[config.mk]
export PLATFORM = sky130hd
export DESIGN_NAME = encoder_pid_speed_controller_flat
export DESIGN_NICKNAME = d
export VERILOG_FILES = /design/src/epsc_pkg.sv /design/src/epsc_in_if.sv /design/src/epsc_out_if.sv /design/src/epsc_cfg_if.sv /design/src/encoder_pid_speed_controller.sv /design/src/epsc_ctrl.sv /design/src/epsc_dp.sv /design/src/flat_wrapper.sv
export SDC_FILE = /design/constraint.sdc
export NUM_CORES = 2
export LEC_CHECK = 0
export BUFFER_PORTS_ARGS = -buffer_cell sky130_fd_sc_hd__buf_2
export CORE_UTILIZATION = 25
export DETAILED_ROUTE_END_ITERATION = 8
export PLACE_DENSITY = 0.41
export SLEW_MARGIN = 10
export SYNTH_ARGS = -nofsm -noshare
export SYNTH_HDL_FRONTEND = slang
export SYNTH_SLANG_ARGS = --single-unit
[constraint.sdc]
create_clock -name clk -period 13.6 [get_ports clk]
set_input_delay 2.72 -clock clk [delete_from_list [all_inputs] [get_ports clk]]
set_output_delay 2.72 -clock clk [all_outputs]
set_load 0.01 [all_outputs]
[src/epsc_pkg.sv]
package epsc_pkg;

  // Position counter width
  localparam int COUNT_WIDTH = 32;

  // Field widths
  localparam int SPEED_W  = 15;
  localparam int GAIN_W   = 8;
  localparam int PERIOD_W = 16;
  localparam int DATA_W   = 32;

  // Configuration port
  localparam int CFG_IDX_W  = 8;
  localparam int CFG_DATA_W = 16;

  localparam logic [CFG_IDX_W-1:0] REG_PROP_GAIN  = CFG_IDX_W'(0);
  localparam logic [CFG_IDX_W-1:0] REG_INTEG_GAIN = CFG_IDX_W'(1);
  localparam logic [CFG_IDX_W-1:0] REG_DERIV_GAIN = CFG_IDX_W'(2);
  localparam logic [CFG_IDX_W-1:0] REG_PWM_PERIOD = CFG_IDX_W'(3);

  localparam logic [GAIN_W-1:0]   PROP_GAIN_RST  = GAIN_W'(8);
  localparam logic [GAIN_W-1:0]   INTEG_GAIN_RST = GAIN_W'(1);
  localparam logic [GAIN_W-1:0]   DERIV_GAIN_RST = GAIN_W'(10);
  localparam logic [PERIOD_W-1:0] PWM_PERIOD_RST = PERIOD_W'(8000);

  // Sample timing: 25 ms sample, 40 per second
  localparam int SAMPLE_MS  = 25;
  localparam int MS_PER_S   = 1000;
  localparam int INV_SAMPLE = 40;
  localparam int KD40_W     = GAIN_W + 6;

  // ki*e*25/1000 == ki*e/40 : shift by 3, then divide by 5
  localparam int INTEG_DIV   = MS_PER_S / SAMPLE_MS;
  localparam int DIV_SHIFT   = 3;
  localparam int DIV_CONST   = INTEG_DIV >> DIV_SHIFT;
  localparam int RECIP       = 3277;   // ceil(2^14 / 5)
  localparam int RECIP_SHIFT = 14;
  localparam int RECIP_W     = 12;

  // Digit-serial divider
  localparam int X_W        = GAIN_W + DATA_W + 1;
  localparam int DIGIT_W    = 8;
  localparam int DIV_DIGITS = 5;
  localparam int DIV_W      = DIGIT_W * DIV_DIGITS;
  localparam int DCNT_W     = $clog2(DIV_DIGITS);
  localparam int REM_W      = 3;
  localparam int V_W        = REM_W + DIGIT_W;
  localparam int PROD_W     = V_W + RECIP_W;

  typedef struct packed {
    logic pos_step;
    logic tick_load;
    logic calc_err;
    logic calc_mul;
    logic div_load;
    logic div_step;
    logic calc_int;
    logic calc_sum;
    logic finish;
  } epsc_cmd_t;

  typedef struct packed {
    logic div_last;
  } epsc_stat_t;

  typedef struct packed {
    logic                  wr;
    logic [CFG_IDX_W-1:0]  idx;
    logic [CFG_DATA_W-1:0] data;
  } epsc_cfg_wr_t;

  function automatic logic signed [DATA_W-1:0] sat32(input logic signed [63:0] v);
    if (v > 64'sd2147483647) begin
      return 32'sh7fffffff;
    end else if (v < -64'sd2147483648) begin
      return 32'sh80000000;
    end else begin
      return v[DATA_W-1:0];
    end
  endfunction

endpackage

[src/epsc_in_if.sv]
interface epsc_in_if;
  import epsc_pkg::*;

  logic               valid;
  logic               ready;
  logic               cmd;
  logic               direction;
  logic [SPEED_W-1:0] desired_speed;

  modport source (output valid, output cmd, output direction, output desired_speed,
                  input ready);
  modport sink   (input valid, input cmd, input direction, input desired_speed,
                  output ready);
endinterface

[src/epsc_out_if.sv]
interface epsc_out_if;
  import epsc_pkg::*;

  logic                     valid;
  logic                     ready;
  logic [PERIOD_W-1:0]      duty;
  logic signed [DATA_W-1:0] measured_speed;
  logic signed [DATA_W-1:0] speed_error;

  modport source (output valid, output duty, output measured_speed, output speed_error,
                  input ready);
  modport sink   (input valid, input duty, input measured_speed, input speed_error,
                  output ready);
endinterface

[src/epsc_cfg_if.sv]
interface epsc_cfg_if;
  import epsc_pkg::*;

  logic                  valid;
  logic                  ready;
  logic [CFG_IDX_W-1:0]  index;
  logic [CFG_DATA_W-1:0] data;

  modport source (output valid, output index, output data, input ready);
  modport sink   (input valid, input index, input data, output ready);
endinterface

[src/encoder_pid_speed_controller.sv]
// Encoder-driven PID motor speed controller.
// in_ch  : one transaction per event. cmd 0 = encoder edge, which steps the
//          position count up (direction 1) or down (direction 0) and gives no
//          result. cmd 1 = sample tick, which runs the PID update and gives
//          exactly one result transaction on out_ch.
// out_ch : duty (clamped PWM compare, 1 .. period-1), measured speed and error.
// cfg_ch : register writes (0 kp, 1 ki, 2 kd, 3 PWM period), always ready;
//          write only while no tick is in flight.
// Steps  : an edge is taken in the idle state, back to back. A tick holds the
//          block, and in_ch is not ready, from acceptance until the tick
//          leaves its final step. The sequencer runs error, multiply, a
//          divider load, a 5-digit divide-by-5 stage for the integral term
//          (one byte a cycle), then integral, sum and accumulate steps.
// Stall  : the result sits in an output register. While it waits the block
//          still takes edges and starts the next tick; that tick holds in its
//          final step until the previous result is taken.
// Reset  : rst_n (synchronous, active low) restores the default gains and
//          period 8000 and clears position, integral, error and duty history.
module encoder_pid_speed_controller (
  input logic      clk,
  input logic      rst_n,
  epsc_in_if.sink  in_ch,
  epsc_out_if.source out_ch,
  epsc_cfg_if.sink cfg_ch
);
  import epsc_pkg::*;

  epsc_cmd_t    cmd;
  epsc_stat_t   stat;
  epsc_cfg_wr_t cfg_wr;

  // registers take a write every cycle
  assign cfg_ch.ready = 1'b1;
  assign cfg_wr.wr    = cfg_ch.valid;
  assign cfg_wr.idx   = cfg_ch.index;
  assign cfg_wr.data  = cfg_ch.data;

  epsc_ctrl u_ctrl (
    .clk       (clk),
    .rst_n     (rst_n),
    .in_valid  (in_ch.valid),
    .in_cmd    (in_ch.cmd),
    .in_ready  (in_ch.ready),
    .out_valid (out_ch.valid),
    .out_ready (out_ch.ready),
    .cmd       (cmd),
    .stat      (stat)
  );

  epsc_dp u_dp (
    .clk                (clk),
    .rst_n              (rst_n),
    .cmd                (cmd),
    .stat               (stat),
    .cfg_wr             (cfg_wr),
    .in_direction       (in_ch.direction),
    .in_desired_speed   (in_ch.desired_speed),
    .out_duty           (out_ch.duty),
    .out_measured_speed (out_ch.measured_speed),
    .out_speed_error    (out_ch.speed_error)
  );

endmodule

[src/epsc_ctrl.sv]
module epsc_ctrl (
  input  logic                 clk,
  input  logic                 rst_n,
  input  logic                 in_valid,
  input  logic                 in_cmd,
  output logic                 in_ready,
  output logic                 out_valid,
  input  logic                 out_ready,
  output epsc_pkg::epsc_cmd_t  cmd,
  input  epsc_pkg::epsc_stat_t stat
);
  import epsc_pkg::*;

  localparam logic CMD_TICK = 1'b1;

  localparam logic [2:0] ST_IDLE = 3'd0;
  localparam logic [2:0] ST_ERR  = 3'd1;
  localparam logic [2:0] ST_MUL  = 3'd2;
  localparam logic [2:0] ST_DLD  = 3'd3;
  localparam logic [2:0] ST_DIV  = 3'd4;
  localparam logic [2:0] ST_INT  = 3'd5;
  localparam logic [2:0] ST_SUM  = 3'd6;
  localparam logic [2:0] ST_ACC  = 3'd7;

  logic [2:0] state_r, state_nxt;
  logic       out_valid_r, out_valid_nxt;
  logic       in_acc, out_free;

  assign in_ready  = (state_r == ST_IDLE);
  assign in_acc    = in_valid && in_ready;
  assign out_free  = !out_valid_r || out_ready;
  assign out_valid = out_valid_r;

  always_comb begin
    cmd           = '0;
    state_nxt     = state_r;
    out_valid_nxt = out_valid_r && !out_ready;
    case (state_r)
      ST_IDLE: begin
        if (in_acc) begin
          if (in_cmd == CMD_TICK) begin
            cmd.tick_load = 1'b1;
            state_nxt     = ST_ERR;
          end else begin
            cmd.pos_step = 1'b1;
          end
        end
      end
      ST_ERR: begin
        cmd.calc_err = 1'b1;
        state_nxt    = ST_MUL;
      end
      ST_MUL: begin
        cmd.calc_mul = 1'b1;
        state_nxt    = ST_DLD;
      end
      ST_DLD: begin
        cmd.div_load = 1'b1;
        state_nxt    = ST_DIV;
      end
      ST_DIV: begin
        cmd.div_step = 1'b1;
        if (stat.div_last) begin
          state_nxt = ST_INT;
        end
      end
      ST_INT: begin
        cmd.calc_int = 1'b1;
        state_nxt    = ST_SUM;
      end
      ST_SUM: begin
        cmd.calc_sum = 1'b1;
        state_nxt    = ST_ACC;
      end
      ST_ACC: begin
        if (out_free) begin
          cmd.finish    = 1'b1;
          out_valid_nxt = 1'b1;
          state_nxt     = ST_IDLE;
        end
      end
      default: begin
        state_nxt = ST_IDLE;
      end
    endcase
  end

  always_ff @(posedge clk) begin
    if (!rst_n) begin
      state_r     <= ST_IDLE;
      out_valid_r <= 1'b0;
    end else begin
      state_r     <= state_nxt;
      out_valid_r <= out_valid_nxt;
    end
  end

`ifndef SYNTH
  a_stall_holds_acc: assert property (@(posedge clk) disable iff (!rst_n)
    (state_r == ST_ACC && out_valid_r && !out_ready) |=> (state_r == ST_ACC))
    else $error("final step did not wait for a stalled result");

  a_div_exit: assert property (@(posedge clk) disable iff (!rst_n)
    (cmd.div_step && stat.div_last) |=> (state_r == ST_INT))
    else $error("divider exit missed");
`endif

endmodule

[src/epsc_dp.sv]
module epsc_dp (
  input  logic                               clk,
  input  logic                               rst_n,
  input  epsc_pkg::epsc_cmd_t                cmd,
  output epsc_pkg::epsc_stat_t               stat,
  input  epsc_pkg::epsc_cfg_wr_t             cfg_wr,
  input  logic                               in_direction,
  input  logic [epsc_pkg::SPEED_W-1:0]       in_desired_speed,
  output logic [epsc_pkg::PERIOD_W-1:0]      out_duty,
  output logic signed [epsc_pkg::DATA_W-1:0] out_measured_speed,
  output logic signed [epsc_pkg::DATA_W-1:0] out_speed_error
);
  import epsc_pkg::*;

  // Configuration
  logic [GAIN_W-1:0]   prop_gain_r, integ_gain_r, deriv_gain_r;
  logic [PERIOD_W-1:0] pwm_period_r;

  // Controller state
  logic [COUNT_WIDTH-1:0]   pos_r, last_pos_r;
  logic signed [DATA_W-1:0] last_err_r, integ_r, duty_acc_r;

  // Working registers
  logic [SPEED_W-1:0]       desired_r;
  logic signed [DATA_W-1:0] speed_r, err_r, derr_r, p_r, d_r, sum_r;
  logic signed [X_W-1:0]    x_r;
  logic [DIV_W-1:0]         div_m_r, div_q_r;
  logic [REM_W-1:0]         div_rem_r;
  logic                     div_neg_r;
  logic [DCNT_W-1:0]        dcnt_r;

  // Result registers
  logic [PERIOD_W-1:0]      out_duty_r;
  logic signed [DATA_W-1:0] out_speed_r, out_err_r;

  // Combinational
  logic [COUNT_WIDTH-1:0]        diff;
  logic signed [DATA_W-1:0]      speed_nxt, abs_speed, err_nxt, derr_nxt, p_nxt, d_nxt;
  logic signed [X_W-1:0]         p_full, x_full;
  logic [KD40_W-1:0]             kd40;
  logic signed [KD40_W+DATA_W:0] d_full;
  logic [X_W-1:0]                x_mag;
  logic [DIGIT_W-1:0]            digit, q_dig;
  logic [V_W-1:0]                v;
  logic [PROD_W-1:0]             prod;
  logic [REM_W-1:0]              rem_nxt;
  logic signed [DIV_W:0]         q_s;
  logic signed [DATA_W-1:0]      inc, integ_nxt, sum_nxt, acc, acc_hi, acc_nxt, period_s;

  always_comb begin
    diff      = pos_r - last_pos_r;
    speed_nxt = sat32(64'(signed'(diff)));
    abs_speed = (speed_r == 32'sh80000000) ? 32'sh7fffffff :
                ((speed_r < 0) ? -speed_r : speed_r);
    err_nxt   = sat32(64'($signed({1'b0, desired_r})) - 64'(abs_speed));
    derr_nxt  = sat32(64'(err_r) - 64'(last_err_r));

    p_full = $signed({1'b0, prop_gain_r}) * err_r;
    x_full = $signed({1'b0, integ_gain_r}) * err_r;
    p_nxt  = sat32(64'(p_full));

    kd40   = KD40_W'(deriv_gain_r) * KD40_W'(INV_SAMPLE);
    d_full = $signed({1'b0, kd40}) * derr_r;
    d_nxt  = sat32(64'(d_full));

    // magnitude of ki*e; truncation toward zero is done on the magnitude
    x_mag = X_W'((x_r < 0) ? -x_r : x_r);

    // one quotient digit: (rem*256 + digit) / 5 by reciprocal
    digit   = div_m_r[DIV_W-1 -: DIGIT_W];
    v       = {div_rem_r, digit};
    prod    = PROD_W'(v) * PROD_W'(RECIP);
    q_dig   = DIGIT_W'(prod >> RECIP_SHIFT);
    rem_nxt = REM_W'(v - V_W'(q_dig) * V_W'(DIV_CONST));

    q_s       = div_neg_r ? -$signed({1'b0, div_q_r}) : $signed({1'b0, div_q_r});
    inc       = sat32(64'(q_s));
    integ_nxt = sat32(64'(integ_r) + 64'(inc));

    sum_nxt = sat32(64'(p_r) + 64'(d_r) + 64'(integ_r));

    // upper clamp first, then lower
    acc      = sat32(64'(duty_acc_r) + 64'(sum_r));
    period_s = signed'(DATA_W'(pwm_period_r));
    acc_hi   = (acc >= period_s) ? (period_s - 32'sd1) : acc;
    acc_nxt  = (acc_hi <= 32'sd0) ? 32'sd1 : acc_hi;
  end

  assign stat.div_last = (dcnt_r == DCNT_W'(DIV_DIGITS - 1));

  always_ff @(posedge clk) begin
    if (!rst_n) begin
      prop_gain_r  <= PROP_GAIN_RST;
      integ_gain_r <= INTEG_GAIN_RST;
      deriv_gain_r <= DERIV_GAIN_RST;
      pwm_period_r <= PWM_PERIOD_RST;
      pos_r        <= '0;
      last_pos_r   <= '0;
      last_err_r   <= '0;
      integ_r      <= '0;
      duty_acc_r   <= '0;
      dcnt_r       <= '0;
    end else begin
      if (cfg_wr.wr) begin
        case (cfg_wr.idx)
          REG_PROP_GAIN:  prop_gain_r  <= cfg_wr.data[GAIN_W-1:0];
          REG_INTEG_GAIN: integ_gain_r <= cfg_wr.data[GAIN_W-1:0];
          REG_DERIV_GAIN: deriv_gain_r <= cfg_wr.data[GAIN_W-1:0];
          REG_PWM_PERIOD: pwm_period_r <= cfg_wr.data[PERIOD_W-1:0];
          default: ;
        endcase
      end
      if (cmd.pos_step) begin
        pos_r <= in_direction ? (pos_r + COUNT_WIDTH'(1)) : (pos_r - COUNT_WIDTH'(1));
      end
      if (cmd.tick_load) begin
        last_pos_r <= pos_r;
      end
      if (cmd.div_load) begin
        dcnt_r <= '0;
      end else if (cmd.div_step) begin
        dcnt_r <= dcnt_r + DCNT_W'(1);
      end
      if (cmd.calc_int) begin
        integ_r <= integ_nxt;
      end
      if (cmd.finish) begin
        duty_acc_r <= acc_nxt;
        last_err_r <= err_r;
      end
    end
  end

  always_ff @(posedge clk) begin
    if (cmd.tick_load) begin
      desired_r <= in_desired_speed;
      speed_r   <= speed_nxt;
    end
    if (cmd.calc_err) begin
      err_r <= err_nxt;
    end
    if (cmd.calc_mul) begin
      p_r    <= p_nxt;
      x_r    <= x_full;
      derr_r <= derr_nxt;
    end
    if (cmd.div_load) begin
      d_r       <= d_nxt;
      div_m_r   <= DIV_W'(x_mag >> DIV_SHIFT);
      div_neg_r <= (x_r < 0);
      div_rem_r <= '0;
      div_q_r   <= '0;
    end else if (cmd.div_step) begin
      div_m_r   <= div_m_r << DIGIT_W;
      div_q_r   <= {div_q_r[DIV_W-DIGIT_W-1:0], q_dig};
      div_rem_r <= rem_nxt;
    end
    if (cmd.calc_sum) begin
      sum_r <= sum_nxt;
    end
    if (cmd.finish) begin
      out_duty_r  <= acc_nxt[PERIOD_W-1:0];
      out_speed_r <= speed_r;
      out_err_r   <= err_r;
    end
  end

  assign out_duty           = out_duty_r;
  assign out_measured_speed = out_speed_r;
  assign out_speed_error    = out_err_r;

`ifndef SYNTH
  a_duty_positive: assert property (@(posedge clk) disable iff (!rst_n)
    cmd.finish |=> (duty_acc_r > 32'sd0))
    else $error("duty accumulator not clamped above zero");

  a_err_bound: assert property (@(posedge clk) disable iff (!rst_n)
    cmd.calc_err |=> (err_r <= 32'sd32767))
    else $error("speed error above desired range");

  a_rem_bound: assert property (@(posedge clk) disable iff (!rst_n)
    cmd.div_step |=> (div_rem_r < REM_W'(DIV_CONST)))
    else $error("divider remainder out of range");
`endif

endmodule

[src/flat_wrapper.sv]
// flat-port wrapper written by rule: the top's interface ports become plain ports
module encoder_pid_speed_controller_flat import epsc_pkg::*;
  (clk, rst_n, in_ch_valid, in_ch_cmd, in_ch_direction, in_ch_desired_speed, in_ch_ready, out_ch_valid, out_ch_duty, out_ch_measured_speed, out_ch_speed_error, out_ch_ready, cfg_ch_valid, cfg_ch_index, cfg_ch_data, cfg_ch_ready);
  epsc_in_if in_ch_i ();
  epsc_out_if out_ch_i ();
  epsc_cfg_if cfg_ch_i ();
  input logic clk;
  input logic rst_n;
  input wire logic [$bits(in_ch_i.valid)-1:0] in_ch_valid;
  input wire logic [$bits(in_ch_i.cmd)-1:0] in_ch_cmd;
  input wire logic [$bits(in_ch_i.direction)-1:0] in_ch_direction;
  input wire logic [$bits(in_ch_i.desired_speed)-1:0] in_ch_desired_speed;
  output wire logic [$bits(in_ch_i.ready)-1:0] in_ch_ready;
  output wire logic [$bits(out_ch_i.valid)-1:0] out_ch_valid;
  output wire logic [$bits(out_ch_i.duty)-1:0] out_ch_duty;
  output wire logic [$bits(out_ch_i.measured_speed)-1:0] out_ch_measured_speed;
  output wire logic [$bits(out_ch_i.speed_error)-1:0] out_ch_speed_error;
  input wire logic [$bits(out_ch_i.ready)-1:0] out_ch_ready;
  input wire logic [$bits(cfg_ch_i.valid)-1:0] cfg_ch_valid;
  input wire logic [$bits(cfg_ch_i.index)-1:0] cfg_ch_index;
  input wire logic [$bits(cfg_ch_i.data)-1:0] cfg_ch_data;
  output wire logic [$bits(cfg_ch_i.ready)-1:0] cfg_ch_ready;
  assign in_ch_i.valid = in_ch_valid;
  assign in_ch_i.cmd = in_ch_cmd;
  assign in_ch_i.direction = in_ch_direction;
  assign in_ch_i.desired_speed = in_ch_desired_speed;
  assign in_ch_ready = in_ch_i.ready;
  assign out_ch_valid = out_ch_i.valid;
  assign out_ch_duty = out_ch_i.duty;
  assign out_ch_measured_speed = out_ch_i.measured_speed;
  assign out_ch_speed_error = out_ch_i.speed_error;
  assign out_ch_i.ready = out_ch_ready;
  assign cfg_ch_i.valid = cfg_ch_valid;
  assign cfg_ch_i.index = cfg_ch_index;
  assign cfg_ch_i.data = cfg_ch_data;
  assign cfg_ch_ready = cfg_ch_i.ready;
  encoder_pid_speed_controller u_core (.clk(clk), .rst_n(rst_n), .in_ch(in_ch_i), .out_ch(out_ch_i), .cfg_ch(cfg_ch_i));
endmodule
==> key figures <==
Worst setup path
  • Worst Path Required: 13960 ps
  • CP dominant cell by count: fa_1
  • WP data arrival: 10620 ps
  • FF-to-FF path depth: 33
  • Reg2Reg Launch Point: u_core.u_dp.deriv_gain_r[0]
  • WS Path Type: reg2reg
  • Crit path launch: u_core.u_dp.deriv_gain_r[0]
  • Peak fanout along the critical path: 34
  • CP max-delay cell: o21ai_0
  • CP max stage delay: 670 ps
  • CP Launch Type: flop
  • CP endpoint kind: flop

Logic synthesis
  • Syn avg cell area: 9.15 µm²
  • Ys Warns: 0
  • Register area share after synthesis: 0.237
  • Syn Nets: 8775
  • Mapped Cells: 7393
  • Ys async rst share: 0
  • Top_reg_cell synth: edfxtp_1
  • Post-Syn Area: 67600 µm²
  • Post-synth EDFFs: 365
  • Flops & latches, synth: 617
  • Synth unique cells: 83

Timing
  • Total Neg Setup Slack: 0 ps
  • Minimum clock period: 10260 ps
  • Clock Skews: 65.9 ps
  • FMAX: 97.4 MHz
  • Fin crit share: 0.755
  • Fin. Hold Viols: 0
  • Slew margin rel.: 0.221
  • Setup violations, final: 0
  • RSZ-0062 raised after global routing: no
  • Worst-Margin Slew: 1170 ps
  • Slew Limit Fails: 0

Placed design
  • IO Port Bufs: 127
  • HPWL Detailed: 160000 µm
  • Area after DPL: 72400 µm²
  • GPL Wtd Cong: 0.825
  • Cells after DPL: 10900

Hold path
  • Hold_sp: u_core.u_dp.err_r[9]
  • Hold Crit Depth: 0
  • Hold Crit Class: reg2reg

Layout
  • Post-route cell area: 75100 µm²
  • Layout cells sized above 1: 0.0565
  • Nets: 8773
  • Core Util, Final: 0.280
  • FILL cells: 28400
  • Filler-free cell count of the finished design: 11000
  • Synth-to-Final Area Change: 11.0%

Die
  • I/O pin total: 129
  • Chip Height: 522 µm
  • FP Rows: 190
  • Total die area: 273000 µm²
  • Core area: 268000 µm²
  • Die Width: 522 µm
  • Starting Density: 0.252

Detailed routing
  • Via/cell ratio: 4.63
  • WL met1: 103000 µm
  • DR WL met2: 98500 µm
  • Top Layer Used: met4
  • Drt wl/cell: 19.2 µm
  • WL final: 212000 µm
  • Metal3 WL: 6540 µm
  • DRT antenna net count: 0
  • Vias post-DR: 50900
  • 1st-iter DRT viols: 2836
  • Drt pass-1 iters: 7
  • Drc violations: 0

Clock network
  • Post-CTS Setup Bufs: 0
  • Total CTS buffers: 78
  • Root buf cell: clkbuf_16
  • CTS clk-pin slew, worst paths: 60 ps
  • Clk Latency, worst-skew pair: 730 ps
  • TritonCTS Sinks: 617
  • CTS Hold Bufs: 0
  • CTS tree: built
  • Clock Tree Buf Depth: 3
  • H-Tree Depth: 3
  • PostCTS Resize Cnt: 0

Power
  • Clock Power Share: 0.141
  • Comb pwr share: 0.658
  • Peak supply drop: 0.000206 V
  • LEAKAGE: 34.2 nW
  • Sequential power share: 0.200
  • Switching Share: 0.500
  • Tot Pwr: 0.0154 W
  • Net Sw Power: 0.00772 W
  • Cell area power density: 206 nW/µm²
  • Internal: 0.00771 W

Run status
  • Status: finished, final reports clean

Global routing
  • Antenna violations before repair: 10
  • Pin count of the biggest net entering global routing: 80
  • Total GRT Usage: 0.156
  • Global-route wire length before repair: 327000 µm
  • Number of global-route vias before repair: 52400
  • Grt ovf: 0

Job
  • Max-cap viol count: 0
-- placed cells by master, fill, tap and decap left out, types with 174 or more instances in the layout --
cell type  instances
a21o_1           174
a21oi_1          328
and2_1           456
dfxtp_1          246
edfxtp_1         365
fa_1             773
ha_1             562
inv_1           1112
nand2_1          907
nor2_1           241
o21ai_0          401
xnor2_1          205
xor2_1           202
-- worst max-delay path: cells and delay by family, from the launching register on --
kind / cells / cell delay [ps]
compound gates: 12 / 2850
xor+xnor: 2 / 550
fa+ha+maj: 9 / 3740
buf+inv: 4 / 730
flops: 1 / 300
simple gates: 6 / 1740
-- flip-flops by register name, indices dropped and copies added, names as in the netlist, 15 cells and up --
| register | flops |
|---|---|
| u_core.u_dp.d_r | 30 |
| u_core.u_dp.derr_r | 32 |
| u_core.u_dp.desired_r | 15 |
| u_core.u_dp.div_m_r | 40 |
| u_core.u_dp.div_q_r | 40 |
| u_core.u_dp.duty_acc_r | 32 |
| u_core.u_dp.err_r | 32 |
| u_core.u_dp.integ_r | 32 |
| u_core.u_dp.last_err_r | 32 |
| u_core.u_dp.last_pos_r | 32 |
| u_core.u_dp.out_duty | 16 |
| u_core.u_dp.out_measured_speed | 32 |
| u_core.u_dp.out_speed_error | 32 |
| u_core.u_dp.p_r | 32 |
| u_core.u_dp.pos_r | 32 |
| u_core.u_dp.pwm_period_r | 16 |
| u_core.u_dp.speed_r | 32 |
| u_core.u_dp.sum_r | 32 |
| u_core.u_dp.x_r | 41 |
-- cells by family after synthesis --
kind of cell	Yosys count	share of synthesized area
simple gates	2098	0.151
mux	44	0.00651
flops	617	0.237
xor+xnor	413	0.0535
other cells	1	0.0000555
compound gates	1436	0.135
fa+ha+maj	1372	0.338
buf+inv	1412	0.0785
-- power by group through the flow --
| stage | registers, W | clock network [W] | logic (W) |
|---|---|---|---|
| floorplan | 0.00283 | 0 | 0.00727 |
| global placement | 0.00314 | 0 | 0.0101 |
| detailed placement | 0.00312 | 0 | 0.0102 |
| CTS | 0.00310 | 0.00227 | 0.0103 |
| global route | 0.00312 | 0.00232 | 0.0115 |
| finish | 0.00309 | 0.00218 | 0.0102 |
-- cell type report --
class | count | area (µm²) | area share
Tap cell | 3552 | 4440 | 0.0592
Clock buffer | 108 | 2220 | 0.0295
Clock inverter | 35 | 440 | 0.00587
Multi-Input combinational cell | 5364 | 46500 | 0.619
Antenna cell | 2 | 5.00 | 0.0000667
Timing Repair Buffer | 216 | 1310 | 0.0174
Sequential cell | 617 | 16000 | 0.213
Inverter | 1114 | 4190 | 0.0558
-- routing by layer --
layer | vias up | global-route usage
met5 | - | 0
met4 | 0 | 0.0300
met3 | 152 | 0.0139
met2 | 782 | 0.259
met1 | 25700 | 0.221
li1 | 24300 | -
-- metrics by stage --
| stage | hold WS [ps] | setup WS (ps) |
|---|---|---|
| 2_1_floorplan | 424 | 4680 |
| 3_3_place_gp | 440 | 3440 |
| 3_5_place_dp | 448 | 3420 |
| 4_1_cts | 461 | 3350 |
| 5_1_grt | 483 | 2720 |
| 6_report | 459 | 3340 |
-- path summary, 6_finish.rpt --
kind / slack (ps) / end
worst max-delay path: 3340 / u_core.u_dp.d_r[30]
worst min-delay path: 460 / u_core.u_dp.out_speed_error[9]
worst max register to register: 3340 / u_core.u_dp.d_r[30]
worst min register to register: 460 / u_core.u_dp.out_speed_error[9]
-- cell usage after synthesis (all sizes together) (15+ instances only) --
master  count  area [µm²]
nor2b      70         438
mux2i      44         440
o21bai     39         293
inv      1114        4180
nor4       15         109
o211ai     29         218
o21a       60         450
fa        773       15500
nand2     907        3400
buf        15        65.1
or4        23         184
nand4      28         175
a211oi     38         285
a21oi     328        1640
o21ai     404        2020
o31ai      51         388
or3        45         292
xnor2     209        1830
o41ai      15         131
nor3       72         370
edfxtp    365       11000
and3       44         275
a21boi    103         773
or2        26         163
nand2b     55         344
dfxtp     252        5040
nand3      73         370
nor2      243         912
a31oi      45         282
ha        563        7040
xor2      204        1790
maj3       36         360
clkbuf    283        1060
and2      458        2870
a22o       36         315
a21o      174        1310
Power figures use the tool's default switching activity.
